## config.mk

```make
export PLATFORM = sky130hd
export DESIGN_NAME = http_request_head_parser_core_flat
export DESIGN_NICKNAME = d
export VERILOG_FILES = /design/src/sv/hrp_pkg.sv /design/src/sv/hrp_ifs.sv /design/src/sv/hrp_line.sv /design/src/sv/hrp_req.sv /design/src/sv/http_request_head_parser_core.sv /design/src/flat_wrapper.sv
export SDC_FILE = /design/constraint.sdc
export NUM_CORES = 1
export LEC_CHECK = 0
export ABC_CLOCK_PERIOD_IN_PS = 9400
export CELL_PAD_IN_SITES_DETAIL_PLACEMENT = 0
export CELL_PAD_IN_SITES_GLOBAL_PLACEMENT = 2
export CORE_ASPECT_RATIO = 1.4
export CORE_MARGIN = 5
export CORE_UTILIZATION = 41
export CTS_BUF_LIST = sky130_fd_sc_hd__clkbuf_8
export DETAILED_ROUTE_END_ITERATION = 8
export DONT_BUFFER_PORTS = 1
export PLACE_DENSITY = 0.86
export SKIP_LAST_GASP = 1
export SLEW_MARGIN = 20
export SYNTH_ARGS = -nofsm -noshare
export SYNTH_HDL_FRONTEND = slang
export SYNTH_SLANG_ARGS = --single-unit
```

## constraint.sdc

```tcl
create_clock -name i_clk -period 9.4 [get_ports i_clk]
set_clock_uncertainty 0.1 [all_clocks]
set_input_delay 1.41 -clock i_clk [delete_from_list [all_inputs] [get_ports i_clk]]
set_output_delay 1.41 -clock i_clk [all_outputs]
set_load 0.02 [all_outputs]
```

## src/sv/hrp_pkg.sv

```systemverilog
// Package with the shared types, codes, character constants and match tables of the parser.
`default_nettype none

package hrp_pkg;

    localparam logic [1:0] STATUS_OK        = 2'd0;
    localparam logic [1:0] STATUS_MALFORMED = 2'd1;
    localparam logic [1:0] STATUS_TOO_LONG  = 2'd2;

    localparam logic [7:0] CH_LF    = 8'h0A;
    localparam logic [7:0] CH_TAB   = 8'h09;
    localparam logic [7:0] CH_SPACE = 8'h20;
    localparam logic [7:0] CH_QMARK = 8'h3F;
    localparam logic [7:0] CH_ZERO  = 8'h30;
    localparam logic [7:0] CH_NINE  = 8'h39;
    localparam logic [7:0] CH_G     = 8'h47;
    localparam logic [7:0] CH_P     = 8'h50;
    localparam logic [7:0] CH_LOW_C = 8'h63;

    localparam logic [23:0] CR_LF_CR = 24'h0D0A0D;

    localparam logic [4:0] CL_LEN    = 5'd15;
    localparam logic [4:0] CONN_LEN  = 5'd11;
    localparam logic [2:0] CLOSE_LEN = 3'd5;

    localparam logic [2:0] MS_GET_LAST  = 3'd3;
    localparam logic [2:0] MS_POST_FIRST = 3'd4;
    localparam logic [2:0] MS_POST_LAST = 3'd7;

    typedef enum logic [1:0] {
        MC_MATCH,
        MC_GET,
        MC_POST,
        MC_FAIL
    } t_mcode;

    typedef enum logic [1:0] {
        PP_BEFORE,
        PP_PATH,
        PP_QUERY,
        PP_DONE
    } t_pphase;

    typedef enum logic [2:0] {
        LN_NONE,
        LN_BOTH,
        LN_CL,
        LN_CONN,
        LN_SPACE,
        LN_DIGITS,
        LN_SEARCH,
        LN_SKIP
    } t_lphase;

    typedef struct packed {
        logic       kind;
        logic [7:0] path_char;
        logic [1:0] status;
        logic       method;
        logic [10:0] head_len;
        logic [6:0] path_len;
        logic [31:0] body_len;
        logic       conn_close;
    } t_out_word;

    typedef struct packed {
        logic       valid;
        t_out_word  word;
    } t_result;

    typedef struct packed {
        logic       step;
        logic       clear;
        logic       active;
        logic [7:0] data;
    } t_line_ctl;

    typedef struct packed {
        logic [31:0] length;
        logic        close;
    } t_line_sts;

    function automatic logic [7:0] to_lower(input logic [7:0] b);
        return (b >= 8'h41 && b <= 8'h5A) ? b + 8'd32 : b;
    endfunction

    // Expected byte at each method stage after the first letter.
    function automatic logic [7:0] method_char(input logic [2:0] stage);
        logic [7:0] c;
        case (stage)
            3'd1:    c = 8'h45;
            3'd2:    c = 8'h54;
            3'd3:    c = CH_SPACE;
            3'd4:    c = 8'h4F;
            3'd5:    c = 8'h53;
            3'd6:    c = 8'h54;
            3'd7:    c = CH_SPACE;
            default: c = 8'h00;
        endcase
        return c;
    endfunction

    function automatic logic [7:0] cl_char(input logic [4:0] pos);
        logic [7:0] c;
        case (pos)
            5'd0:    c = 8'h63;
            5'd1:    c = 8'h6F;
            5'd2:    c = 8'h6E;
            5'd3:    c = 8'h74;
            5'd4:    c = 8'h65;
            5'd5:    c = 8'h6E;
            5'd6:    c = 8'h74;
            5'd7:    c = 8'h2D;
            5'd8:    c = 8'h6C;
            5'd9:    c = 8'h65;
            5'd10:   c = 8'h6E;
            5'd11:   c = 8'h67;
            5'd12:   c = 8'h74;
            5'd13:   c = 8'h68;
            5'd14:   c = 8'h3A;
            default: c = 8'h00;
        endcase
        return c;
    endfunction

    function automatic logic [7:0] conn_char(input logic [4:0] pos);
        logic [7:0] c;
        case (pos)
            5'd0:    c = 8'h63;
            5'd1:    c = 8'h6F;
            5'd2:    c = 8'h6E;
            5'd3:    c = 8'h6E;
            5'd4:    c = 8'h65;
            5'd5:    c = 8'h63;
            5'd6:    c = 8'h74;
            5'd7:    c = 8'h69;
            5'd8:    c = 8'h6F;
            5'd9:    c = 8'h6E;
            5'd10:   c = 8'h3A;
            default: c = 8'h00;
        endcase
        return c;
    endfunction

    function automatic logic [7:0] close_char(input logic [2:0] pos);
        logic [7:0] c;
        case (pos)
            3'd0:    c = 8'h63;
            3'd1:    c = 8'h6C;
            3'd2:    c = 8'h6F;
            3'd3:    c = 8'h73;
            3'd4:    c = 8'h65;
            default: c = 8'h00;
        endcase
        return c;
    endfunction

endpackage

`default_nettype wire

```

## src/sv/hrp_ifs.sv

```systemverilog
// Valid/ready channel interfaces for the request byte words and the result words.
`default_nettype none

interface hrp_in_if;
    logic       valid;
    logic       ready;
    logic [7:0] head_byte;
    logic       start_flag;

    modport source (output valid, output head_byte, output start_flag, input ready);
    modport sink (input valid, input head_byte, input start_flag, output ready);
endinterface

interface hrp_out_if;
    logic        valid;
    logic        ready;
    logic        kind;
    logic [7:0]  path_char;
    logic [1:0]  status;
    logic        method;
    logic [10:0] head_len;
    logic [6:0]  path_len;
    logic [31:0] body_len;
    logic        conn_close;

    modport source (
        output valid, output kind, output path_char, output status, output method,
        output head_len, output path_len, output body_len,
        output conn_close, input ready
    );
    modport sink (
        input valid, input kind, input path_char, input status, input method,
        input head_len, input path_len, input body_len,
        input conn_close, output ready
    );
endinterface

`default_nettype wire

```

## src/sv/hrp_line.sv

```systemverilog
// Header line matcher for Content-Length and Connection: close.
`default_nettype none

module hrp_line (
    input  logic              i_clk,
    input  logic              i_rst_n,
    input  hrp_pkg::t_line_ctl i_ctl,
    output hrp_pkg::t_line_sts o_sts
);

    hrp_pkg::t_lphase r_phase, n_phase, cur_phase;
    logic [4:0]  r_pos, n_pos, cur_pos;
    logic [31:0] r_len, n_len, cur_len;
    logic        r_close, n_close, cur_close;
    logic [2:0]  r_cpos, n_cpos, cur_cpos;

    always_comb begin
        logic [7:0] c;
        logic       a_hit;
        logic       n_hit;
        logic       is_digit;
        logic [7:0] digit;

        cur_phase = i_ctl.clear ? hrp_pkg::LN_NONE : r_phase;
        cur_pos   = i_ctl.clear ? 5'd0 : r_pos;
        cur_len   = i_ctl.clear ? 32'd0 : r_len;
        cur_close = i_ctl.clear ? 1'b0 : r_close;
        cur_cpos  = i_ctl.clear ? 3'd0 : r_cpos;

        c        = hrp_pkg::to_lower(i_ctl.data);
        is_digit = (i_ctl.data >= hrp_pkg::CH_ZERO) && (i_ctl.data <= hrp_pkg::CH_NINE);
        digit    = i_ctl.data - hrp_pkg::CH_ZERO;
        a_hit    = 1'b0;
        n_hit    = 1'b0;

        n_phase = cur_phase;
        n_pos   = cur_pos;
        n_len   = cur_len;
        n_close = cur_close;
        n_cpos  = cur_cpos;

        if (i_ctl.active) begin
            if (i_ctl.data == hrp_pkg::CH_LF) begin
                n_phase = hrp_pkg::LN_BOTH;
                n_pos   = 5'd0;
            end else begin
                unique case (cur_phase) inside
                    hrp_pkg::LN_BOTH, hrp_pkg::LN_CL, hrp_pkg::LN_CONN: begin
                        a_hit = (cur_phase != hrp_pkg::LN_CONN) && (cur_pos < hrp_pkg::CL_LEN)
                                && (c == hrp_pkg::cl_char(cur_pos));
                        n_hit = (cur_phase != hrp_pkg::LN_CL) && (cur_pos < hrp_pkg::CONN_LEN)
                                && (c == hrp_pkg::conn_char(cur_pos));
                        if (a_hit || n_hit) begin
                            if (a_hit && n_hit) begin
                                n_phase = hrp_pkg::LN_BOTH;
                            end else if (a_hit) begin
                                n_phase = hrp_pkg::LN_CL;
                            end else begin
                                n_phase = hrp_pkg::LN_CONN;
                            end
                            n_pos = cur_pos + 5'd1;
                            if (n_phase == hrp_pkg::LN_CL && n_pos == hrp_pkg::CL_LEN) begin
                                n_len   = 32'd0;
                                n_phase = hrp_pkg::LN_SPACE;
                            end else if (n_phase == hrp_pkg::LN_CONN
                                         && n_pos == hrp_pkg::CONN_LEN) begin
                                n_cpos  = 3'd0;
                                n_phase = hrp_pkg::LN_SEARCH;
                            end
                        end else begin
                            n_phase = hrp_pkg::LN_SKIP;
                        end
                    end
                    hrp_pkg::LN_SPACE: begin
                        if (i_ctl.data != hrp_pkg::CH_SPACE && i_ctl.data != hrp_pkg::CH_TAB) begin
                            if (is_digit) begin
                                n_len   = 32'(digit);
                                n_phase = hrp_pkg::LN_DIGITS;
                            end else begin
                                n_phase = hrp_pkg::LN_SKIP;
                            end
                        end
                    end
                    hrp_pkg::LN_DIGITS: begin
                        if (is_digit) begin
                            n_len = (cur_len << 3) + (cur_len << 1) + 32'(digit);
                        end else begin
                            n_phase = hrp_pkg::LN_SKIP;
                        end
                    end
                    hrp_pkg::LN_SEARCH: begin
                        if (cur_cpos < hrp_pkg::CLOSE_LEN && c == hrp_pkg::close_char(cur_cpos)) begin
                            n_cpos = cur_cpos + 3'd1;
                            if (n_cpos == hrp_pkg::CLOSE_LEN) begin
                                n_close = 1'b1;
                                n_phase = hrp_pkg::LN_SKIP;
                            end
                        end else begin
                            n_cpos = (c == hrp_pkg::CH_LOW_C) ? 3'd1 : 3'd0;
                        end
                    end
                    default: begin
                    end
                endcase
            end
        end
    end

    assign o_sts.length = n_len;
    assign o_sts.close  = n_close;

    always_ff @(posedge i_clk) begin
        if (!i_rst_n) begin
            r_phase <= hrp_pkg::LN_NONE;
            r_pos   <= 5'd0;
            r_len   <= 32'd0;
            r_close <= 1'b0;
            r_cpos  <= 3'd0;
        end else if (i_ctl.step) begin
            r_phase <= n_phase;
            r_pos   <= n_pos;
            r_len   <= n_len;
            r_close <= n_close;
            r_cpos  <= n_cpos;
        end
    end

endmodule

`default_nettype wire

```

## src/sv/hrp_req.sv

```systemverilog
// Request line tracker: method, path, byte count, terminator and result selection.
`default_nettype none

module hrp_req #(
    parameter int MAX_HEAD = 1024,
    parameter int MAX_PATH = 128
) (
    input  logic            i_clk,
    input  logic            i_rst_n,
    input  logic            i_valid,
    input  logic [7:0]      i_byte,
    input  logic            i_start,
    output hrp_pkg::t_result o_res
);

    localparam int CntW = $clog2(MAX_HEAD + 1);
    localparam int PcW  = $clog2(MAX_PATH + 1);

    logic             r_done, n_done, cur_done;
    logic [CntW-1:0]  r_count, n_count, cur_count;
    logic [23:0]      r_recent, n_recent, cur_recent;
    logic [2:0]       r_stage, n_stage, cur_stage;
    hrp_pkg::t_mcode  r_code, n_code, cur_code;
    hrp_pkg::t_pphase r_pphase, n_pphase, cur_pphase;
    logic [PcW-1:0]   r_pcount, n_pcount, cur_pcount;

    logic               step;
    logic               path_out;
    logic               term;
    logic               overrun;
    hrp_pkg::t_line_ctl line_ctl;
    hrp_pkg::t_line_sts line_sts;

    always_comb begin
        cur_done   = i_start ? 1'b0 : r_done;
        cur_count  = i_start ? '0 : r_count;
        cur_recent = i_start ? 24'd0 : r_recent;
        cur_stage  = i_start ? 3'd0 : r_stage;
        cur_code   = i_start ? hrp_pkg::MC_MATCH : r_code;
        cur_pphase = i_start ? hrp_pkg::PP_BEFORE : r_pphase;
        cur_pcount = i_start ? '0 : r_pcount;

        step     = i_valid && !cur_done;
        path_out = 1'b0;
        n_stage  = cur_stage;
        n_code   = cur_code;
        n_pphase = cur_pphase;
        n_pcount = cur_pcount;

        if (cur_code == hrp_pkg::MC_MATCH) begin
            if (cur_stage == 3'd0) begin
                if (i_byte == hrp_pkg::CH_G) begin
                    n_stage = 3'd1;
                end else if (i_byte == hrp_pkg::CH_P) begin
                    n_stage = hrp_pkg::MS_POST_FIRST;
                end else begin
                    n_code = hrp_pkg::MC_FAIL;
                end
            end else if (i_byte != hrp_pkg::method_char(cur_stage)) begin
                n_code = hrp_pkg::MC_FAIL;
            end else if (cur_stage == hrp_pkg::MS_GET_LAST) begin
                n_code   = hrp_pkg::MC_GET;
                n_pphase = hrp_pkg::PP_PATH;
            end else if (cur_stage == hrp_pkg::MS_POST_LAST) begin
                n_code   = hrp_pkg::MC_POST;
                n_pphase = hrp_pkg::PP_PATH;
            end else begin
                n_stage = cur_stage + 3'd1;
            end
        end else if (cur_code != hrp_pkg::MC_FAIL) begin
            if (cur_pphase == hrp_pkg::PP_PATH) begin
                if (i_byte == hrp_pkg::CH_SPACE) begin
                    n_pphase = hrp_pkg::PP_DONE;
                end else if (i_byte == hrp_pkg::CH_QMARK) begin
                    n_pphase = hrp_pkg::PP_QUERY;
                end else begin
                    if (cur_pcount < PcW'(MAX_PATH - 1)) begin
                        path_out = 1'b1;
                    end
                    if (cur_pcount < PcW'(MAX_PATH)) begin
                        n_pcount = cur_pcount + PcW'(1);
                    end
                end
            end else if (cur_pphase == hrp_pkg::PP_QUERY && i_byte == hrp_pkg::CH_SPACE) begin
                n_pphase = hrp_pkg::PP_DONE;
            end
        end

        term     = (i_byte == hrp_pkg::CH_LF) && (cur_recent == hrp_pkg::CR_LF_CR);
        n_recent = {cur_recent[15:0], i_byte};
        n_count  = cur_count + CntW'(1);
        overrun  = (n_count == CntW'(MAX_HEAD));
        n_done   = term || overrun;

        line_ctl.step   = step;
        line_ctl.clear  = i_start;
        line_ctl.active = (cur_code == hrp_pkg::MC_GET) || (cur_code == hrp_pkg::MC_POST);
        line_ctl.data   = i_byte;

        o_res.valid = step && (term || overrun || path_out);
        o_res.word  = '0;
        if (term) begin
            o_res.word.kind     = 1'b1;
            o_res.word.head_len = 11'(n_count);
            if (n_code != hrp_pkg::MC_GET && n_code != hrp_pkg::MC_POST) begin
                o_res.word.status = hrp_pkg::STATUS_MALFORMED;
            end else if (n_pphase != hrp_pkg::PP_DONE) begin
                o_res.word.status = hrp_pkg::STATUS_MALFORMED;
            end else if (n_pcount == '0) begin
                o_res.word.status = hrp_pkg::STATUS_MALFORMED;
            end else if (n_pcount >= PcW'(MAX_PATH)) begin
                o_res.word.status = hrp_pkg::STATUS_TOO_LONG;
            end else begin
                o_res.word.status     = hrp_pkg::STATUS_OK;
                o_res.word.method     = (n_code == hrp_pkg::MC_POST);
                o_res.word.path_len   = 7'(n_pcount);
                o_res.word.body_len   = line_sts.length;
                o_res.word.conn_close = line_sts.close;
            end
        end else if (overrun) begin
            o_res.word.kind     = 1'b1;
            o_res.word.status   = hrp_pkg::STATUS_TOO_LONG;
            o_res.word.head_len = 11'(n_count);
        end else if (path_out) begin
            o_res.word.path_char = i_byte;
        end
    end

    hrp_line u_line (
        .i_clk   (i_clk),
        .i_rst_n (i_rst_n),
        .i_ctl   (line_ctl),
        .o_sts   (line_sts)
    );

    always_ff @(posedge i_clk) begin
        if (!i_rst_n) begin
            r_done   <= 1'b0;
            r_count  <= '0;
            r_recent <= 24'd0;
            r_stage  <= 3'd0;
            r_code   <= hrp_pkg::MC_MATCH;
            r_pphase <= hrp_pkg::PP_BEFORE;
            r_pcount <= '0;
        end else if (step) begin
            r_done   <= n_done;
            r_count  <= n_count;
            r_recent <= n_recent;
            r_stage  <= n_stage;
            r_code   <= n_code;
            r_pphase <= n_pphase;
            r_pcount <= n_pcount;
        end
    end

endmodule

`default_nettype wire

```

## src/sv/http_request_head_parser_core.sv

```systemverilog
// Top level of the streaming request head parser with input and result registers.
//
// Usage: request head bytes enter one word at a time on i_req; start_flag set on a
// word marks the first byte of a new request and clears all parser state before
// that byte is taken. Results leave on o_res: a kind 0 word carries one path byte,
// a kind 1 word carries the summary (status, method, head size, path length,
// content length and close flag) and ends the request; later bytes give no result
// until the next start_flag.
// Order: an accepted byte is held in the input register, and its result, if any, in
// the result register that drives o_res. Throughput is one byte per cycle while o_res
// is not stalled, set by the single registered pass that updates the method, path and
// header line matchers; while a result waits on o_res the block takes one more byte.
// Stall: when o_res is held not ready, one result word and one input word stay
// registered and i_req.ready drops; nothing is lost or repeated.
// Reset: i_rst_n low clears the valid flags of both registers and all parser state;
// no result is produced from an incomplete head.
`default_nettype none

module http_request_head_parser_core #(
    parameter int MAX_HEAD = 1024,
    parameter int MAX_PATH = 128
) (
    input  logic       i_clk,
    input  logic       i_rst_n,
    hrp_in_if.sink     i_req,
    hrp_out_if.source  o_res
);

    logic               r_in_valid;
    logic [7:0]         r_in_byte;
    logic               r_in_start;
    logic               r_out_valid;
    hrp_pkg::t_out_word r_out_word;
    logic               advance;
    hrp_pkg::t_result   res;

    assign advance     = !r_out_valid || o_res.ready;
    assign i_req.ready = !r_in_valid || advance;

    hrp_req #(
        .MAX_HEAD (MAX_HEAD),
        .MAX_PATH (MAX_PATH)
    ) u_req (
        .i_clk   (i_clk),
        .i_rst_n (i_rst_n),
        .i_valid (r_in_valid && advance),
        .i_byte  (r_in_byte),
        .i_start (r_in_start),
        .o_res   (res)
    );

    always_ff @(posedge i_clk) begin
        if (!i_rst_n) begin
            r_in_valid <= 1'b0;
        end else if (i_req.ready) begin
            r_in_valid <= i_req.valid;
        end
    end

    always_ff @(posedge i_clk) begin
        if (i_req.valid && i_req.ready) begin
            r_in_byte  <= i_req.head_byte;
            r_in_start <= i_req.start_flag;
        end
    end

    always_ff @(posedge i_clk) begin
        if (!i_rst_n) begin
            r_out_valid <= 1'b0;
        end else if (advance) begin
            r_out_valid <= r_in_valid && res.valid;
        end
    end

    always_ff @(posedge i_clk) begin
        if (advance && r_in_valid && res.valid) begin
            r_out_word <= res.word;
        end
    end

    assign o_res.valid      = r_out_valid;
    assign o_res.kind       = r_out_word.kind;
    assign o_res.path_char  = r_out_word.path_char;
    assign o_res.status     = r_out_word.status;
    assign o_res.method     = r_out_word.method;
    assign o_res.head_len   = r_out_word.head_len;
    assign o_res.path_len   = r_out_word.path_len;
    assign o_res.body_len   = r_out_word.body_len;
    assign o_res.conn_close = r_out_word.conn_close;

endmodule

`default_nettype wire

```

## src/flat_wrapper.sv

```systemverilog
// flat-port wrapper written by rule: the top's interface ports become plain ports
module http_request_head_parser_core_flat 
#(
    parameter int MAX_HEAD = 1024,
    parameter int MAX_PATH = 128
)
  (i_clk, i_rst_n, i_req_valid, i_req_head_byte, i_req_start_flag, i_req_ready, o_res_valid, o_res_kind, o_res_path_char, o_res_status, o_res_method, o_res_head_len, o_res_path_len, o_res_body_len, o_res_conn_close, o_res_ready);
  hrp_in_if i_req_i ();
  hrp_out_if o_res_i ();
  input  logic i_clk;
  input  logic i_rst_n;
  input wire logic [$bits(i_req_i.valid)-1:0] i_req_valid;
  input wire logic [$bits(i_req_i.head_byte)-1:0] i_req_head_byte;
  input wire logic [$bits(i_req_i.start_flag)-1:0] i_req_start_flag;
  output wire logic [$bits(i_req_i.ready)-1:0] i_req_ready;
  output wire logic [$bits(o_res_i.valid)-1:0] o_res_valid;
  output wire logic [$bits(o_res_i.kind)-1:0] o_res_kind;
  output wire logic [$bits(o_res_i.path_char)-1:0] o_res_path_char;
  output wire logic [$bits(o_res_i.status)-1:0] o_res_status;
  output wire logic [$bits(o_res_i.method)-1:0] o_res_method;
  output wire logic [$bits(o_res_i.head_len)-1:0] o_res_head_len;
  output wire logic [$bits(o_res_i.path_len)-1:0] o_res_path_len;
  output wire logic [$bits(o_res_i.body_len)-1:0] o_res_body_len;
  output wire logic [$bits(o_res_i.conn_close)-1:0] o_res_conn_close;
  input wire logic [$bits(o_res_i.ready)-1:0] o_res_ready;
  assign i_req_i.valid = i_req_valid;
  assign i_req_i.head_byte = i_req_head_byte;
  assign i_req_i.start_flag = i_req_start_flag;
  assign i_req_ready = i_req_i.ready;
  assign o_res_valid = o_res_i.valid;
  assign o_res_kind = o_res_i.kind;
  assign o_res_path_char = o_res_i.path_char;
  assign o_res_status = o_res_i.status;
  assign o_res_method = o_res_i.method;
  assign o_res_head_len = o_res_i.head_len;
  assign o_res_path_len = o_res_i.path_len;
  assign o_res_body_len = o_res_i.body_len;
  assign o_res_conn_close = o_res_i.conn_close;
  assign o_res_i.ready = o_res_ready;
  http_request_head_parser_core #(.MAX_HEAD(MAX_HEAD), .MAX_PATH(MAX_PATH)) u_core (.i_clk(i_clk), .i_rst_n(i_rst_n), .i_req(i_req_i), .o_res(o_res_i));
endmodule
```

==> results.ini <==
[sta]
slew_viol_final = 0
finalCriticalPeriod_ps = 5388
hold_ws_ps = 367.9
rsz0062_at_grt = no
finalSetupTns_ps = 0
hold_violations = 0
fmax_ghz = 0.1856
period_share_pct = 57.32
max-slew-margin-rel_pct = 30.74
setup_viol = 0
tightestPinTransition_ps = 1032

[critical_path]
path_class = reg -> reg
path_max_fanout = 54
endpoint_kind = flop
worst_r2r_path_depth = 17
start_kind = flop
cp.arrival_ps = 5630
cp_data_required_time_ps = 9640

[cts]
htreeDepth = 4
holdBufCountCts = 0
cts_tree = yes
ctsLongestPathBuffers = 2
clk_latency_ps = 510
cts_resized = 0
post_cts_buffers = 0
root_buffer = clkbuf_8
numClockSinks = 169
path_clk_slew_ps = 90
cts_buffers = 17

[logic_synthesis]
syn-num-nets = 1450
synth_area_um2 = 11470
ys_seq_area_share_pct = 35.79
avgSynthCellArea_um2 = 8.494
synth-main-ff-cell = dfxtp_1
synth-async-reset-ratio_pct = 0
synth_warnings = 0
syn_inst = 1350
synth_edf_count = 72
ys_ff_latch = 169
synth_cell_types = 87

[global_route]
grt_use_total_pct = 20.23
grt_pass1_wl_um = 50450
grt.overflow.total = 0
grt_pass1_vias = 9420
antenna_found_initial = 0
grt_max_degree = 75

[placed_design]
dp_hpwl_um = 22370
gp_congestion = 0.8584
numPortBuffers = 0

[die]
io_pins = 78
die-area_um2 = 31460
die_y_um = 207.9
start_util_pct = 41.46
core_um2 = 27660
row_count = 72
die_w_um = 151.3

[detailed_routing]
viasPerCell = 5.641
wire_per_inst_um = 18.78
antenna_left = 0
firstDrtPassIters = 5
routed_wl_um = 31620
drc = 0
via_count = 9500
drt_iter0_drc = 489

[flow_run]
drv_cap = 0

[layout]
syn2layout_area_growth_pct = 5.641
seq_area_um2 = 4104
nNetsFinal = 1400
multi_input_comb_area_um2 = 6822
fill_cells = 2799
drive_gt1_share_pct = 5.179

[worst_hold_path]
worstHoldPathCells = 2
hold_class = reg -> reg

[outcome]
status = complete, no violations

[power]
leakage_uw = 0.004565
peakVddDrop_mv = 0.08022
power_density_nw_per_um2 = 122.8

cells in the mapped netlist, drive strengths merged, types with 19 or more instances:
master / number / share of area [%]
nand2: 144 / 4.7
nor2: 130 / 4.3
a21oi: 99 / 4.4
dfxtp: 97 / 17
ha: 81 / 8.8
o21ai: 73 / 3.2
edfxtp: 72 / 19
nor2b: 67 / 3.7
clkbuf: 66 / 2.2
inv: 63 / 2.1
xnor2: 41 / 3.1
nor3: 28 / 1.3
and3: 27 / 1.5
and2: 24 / 1.3
a21boi: 22 / 1.4
a21o: 22 / 1.5
nand3: 22 / 0.96
nand4: 19 / 1.0
state kept, by name, summed over array words and instances, names as in the netlist, 5 cells and up:
name	count
u_core.u_req.r_count	11
u_core.u_req.u_line.r_len	32
u_core.u_req.r_pcount	8
u_core.u_req.u_line.r_pos	5
u_core.o_res.path_char	8
u_core.o_res.path_len	7
u_core.o_res.body_len	32
u_core.o_res.head_len	11
u_core.u_req.r_recent	24
u_core.r_in_byte	8
worst max-delay path: stages, from the launching register on:
cell and delay (ps):
edfxtp_1 420, buf_4 320, nor2b_1 430, inv_1 130, ha_1 340, a21oi_1 180, nor2_1 50, o21ai_0 550
xnor2_1 270, and4_1 310, nand2_1 100, nor3b_1 220, a21oi_1 90, ha_1 280, a2111o_1 410, or4_1 480
buf_4 290, a21oi_1 220
metrics by stage:
stage          cells  util [%]  cell area [um^2]  power [uW]  setup WS (ps)
6_report        1684     43.80             12110        1488           4012
5_1_grt         1683     43.79             12110        1545           3698
4_1_cts         1683     43.79             12110        1503           4099
3_5_place_dp    1651     42.35             11710       955.8           4130
3_3_place_gp    1651     42.35             11710       955.8           4108
2_1_floorplan   1350         -             11470       914.7           1759
logic make-up (layout without fill, tap and decap cells):
kind of cell / after synthesis / after routing / share of synthesized area (%)
DFF: 169 / 169 / 35.79
other: 0 / 1 / 0
adders and majority gates: 87 / 87 / 9.885
AOI/OAI and AO/OA: 359 / 359 / 21.32
muxes: 7 / 7 / 0.6219
buffers and inverters: 144 / 107 / 4.943
and+or+nand+nor: 528 / 528 / 23.16
xor gates and xnor gates: 56 / 56 / 4.277
cells in the final DEF, fill, tap and decap left out, types with 6 or more instances in the layout:
| cell type | count |
|---|---|
| fa_1 | 6 |
| nand2b_1 | 15 |
| a21o_1 | 21 |
| a21boi_0 | 21 |
| a22oi_1 | 14 |
| o211a_1 | 6 |
| and3_1 | 26 |
| nor2_1 | 130 |
| ha_1 | 81 |
| nand3_1 | 21 |
| nor2b_1 | 67 |
| xor2_1 | 15 |
| nand4_1 | 19 |
| a22o_1 | 16 |
| a211oi_1 | 6 |
| a21oi_1 | 97 |
| nor3_1 | 27 |
| and2_1 | 23 |
| dfxtp_1 | 97 |
| buf_4 | 12 |
| xnor2_1 | 41 |
| a31oi_1 | 12 |
| o31ai_1 | 6 |
| or3_1 | 8 |
| clkbuf_8 | 20 |
| o2bb2ai_1 | 10 |
| mux2i_1 | 6 |
| o21ai_0 | 72 |
| o21a_1 | 8 |
| nand2_1 | 144 |
| edfxtp_1 | 72 |
| inv_1 | 66 |
final cells by class:
| class | count | area share [%] |
|---|---|---|
| Multi-Input combinational cell | 1037 | 56.31 |
| Timing Repair Buffer | 12 | 0.7436 |
| Tap cell | 370 | 3.822 |
| Antenna cell | 1 | 0.02066 |
| Clock inverter | 12 | 1.002 |
| Sequential cell | 169 | 33.88 |
| Clock buffer | 20 | 2.272 |
| Inverter | 63 | 1.952 |
layer usage:
layer / routed length [um] / part of all wire, % / vias to the layer above / global-route usage [%]
li1: - / - / 4722 / -
met1: 13200 / 42 / 4510 / 23.55
met2: 16400 / 52 / 202 / 35.98
met3: 903 / 2.9 / 66 / 2.992
met4: 1118 / 3.5 / 0 / 9.136
met5: 0 / 0 / - / 0
worst paths after layout:
kind | from | endpoint | slack [ps]
max | u_core.r_in_start$_DFFE_PP_ | u_core.o_res.body_len[8]$_SDFFCE_PP0P_ | 4010
min | u_core.u_req.r_code[1]$_SDFFE_PN0P_ | u_core.u_req.r_code[1]$_SDFFE_PN0P_ | 370
max reg2reg | u_core.r_in_start$_DFFE_PP_ | u_core.o_res.body_len[8]$_SDFFCE_PP0P_ | 4010
min reg2reg | u_core.u_req.r_code[1]$_SDFFE_PN0P_ | u_core.u_req.r_code[1]$_SDFFE_PN0P_ | 370
where the power goes:
part	switching, uW	internal [uW]
Sequential	16.7	769
Combinational	102	50.8
Clock	293	256
No activity file was read; power rests on OpenSTA's default activity.
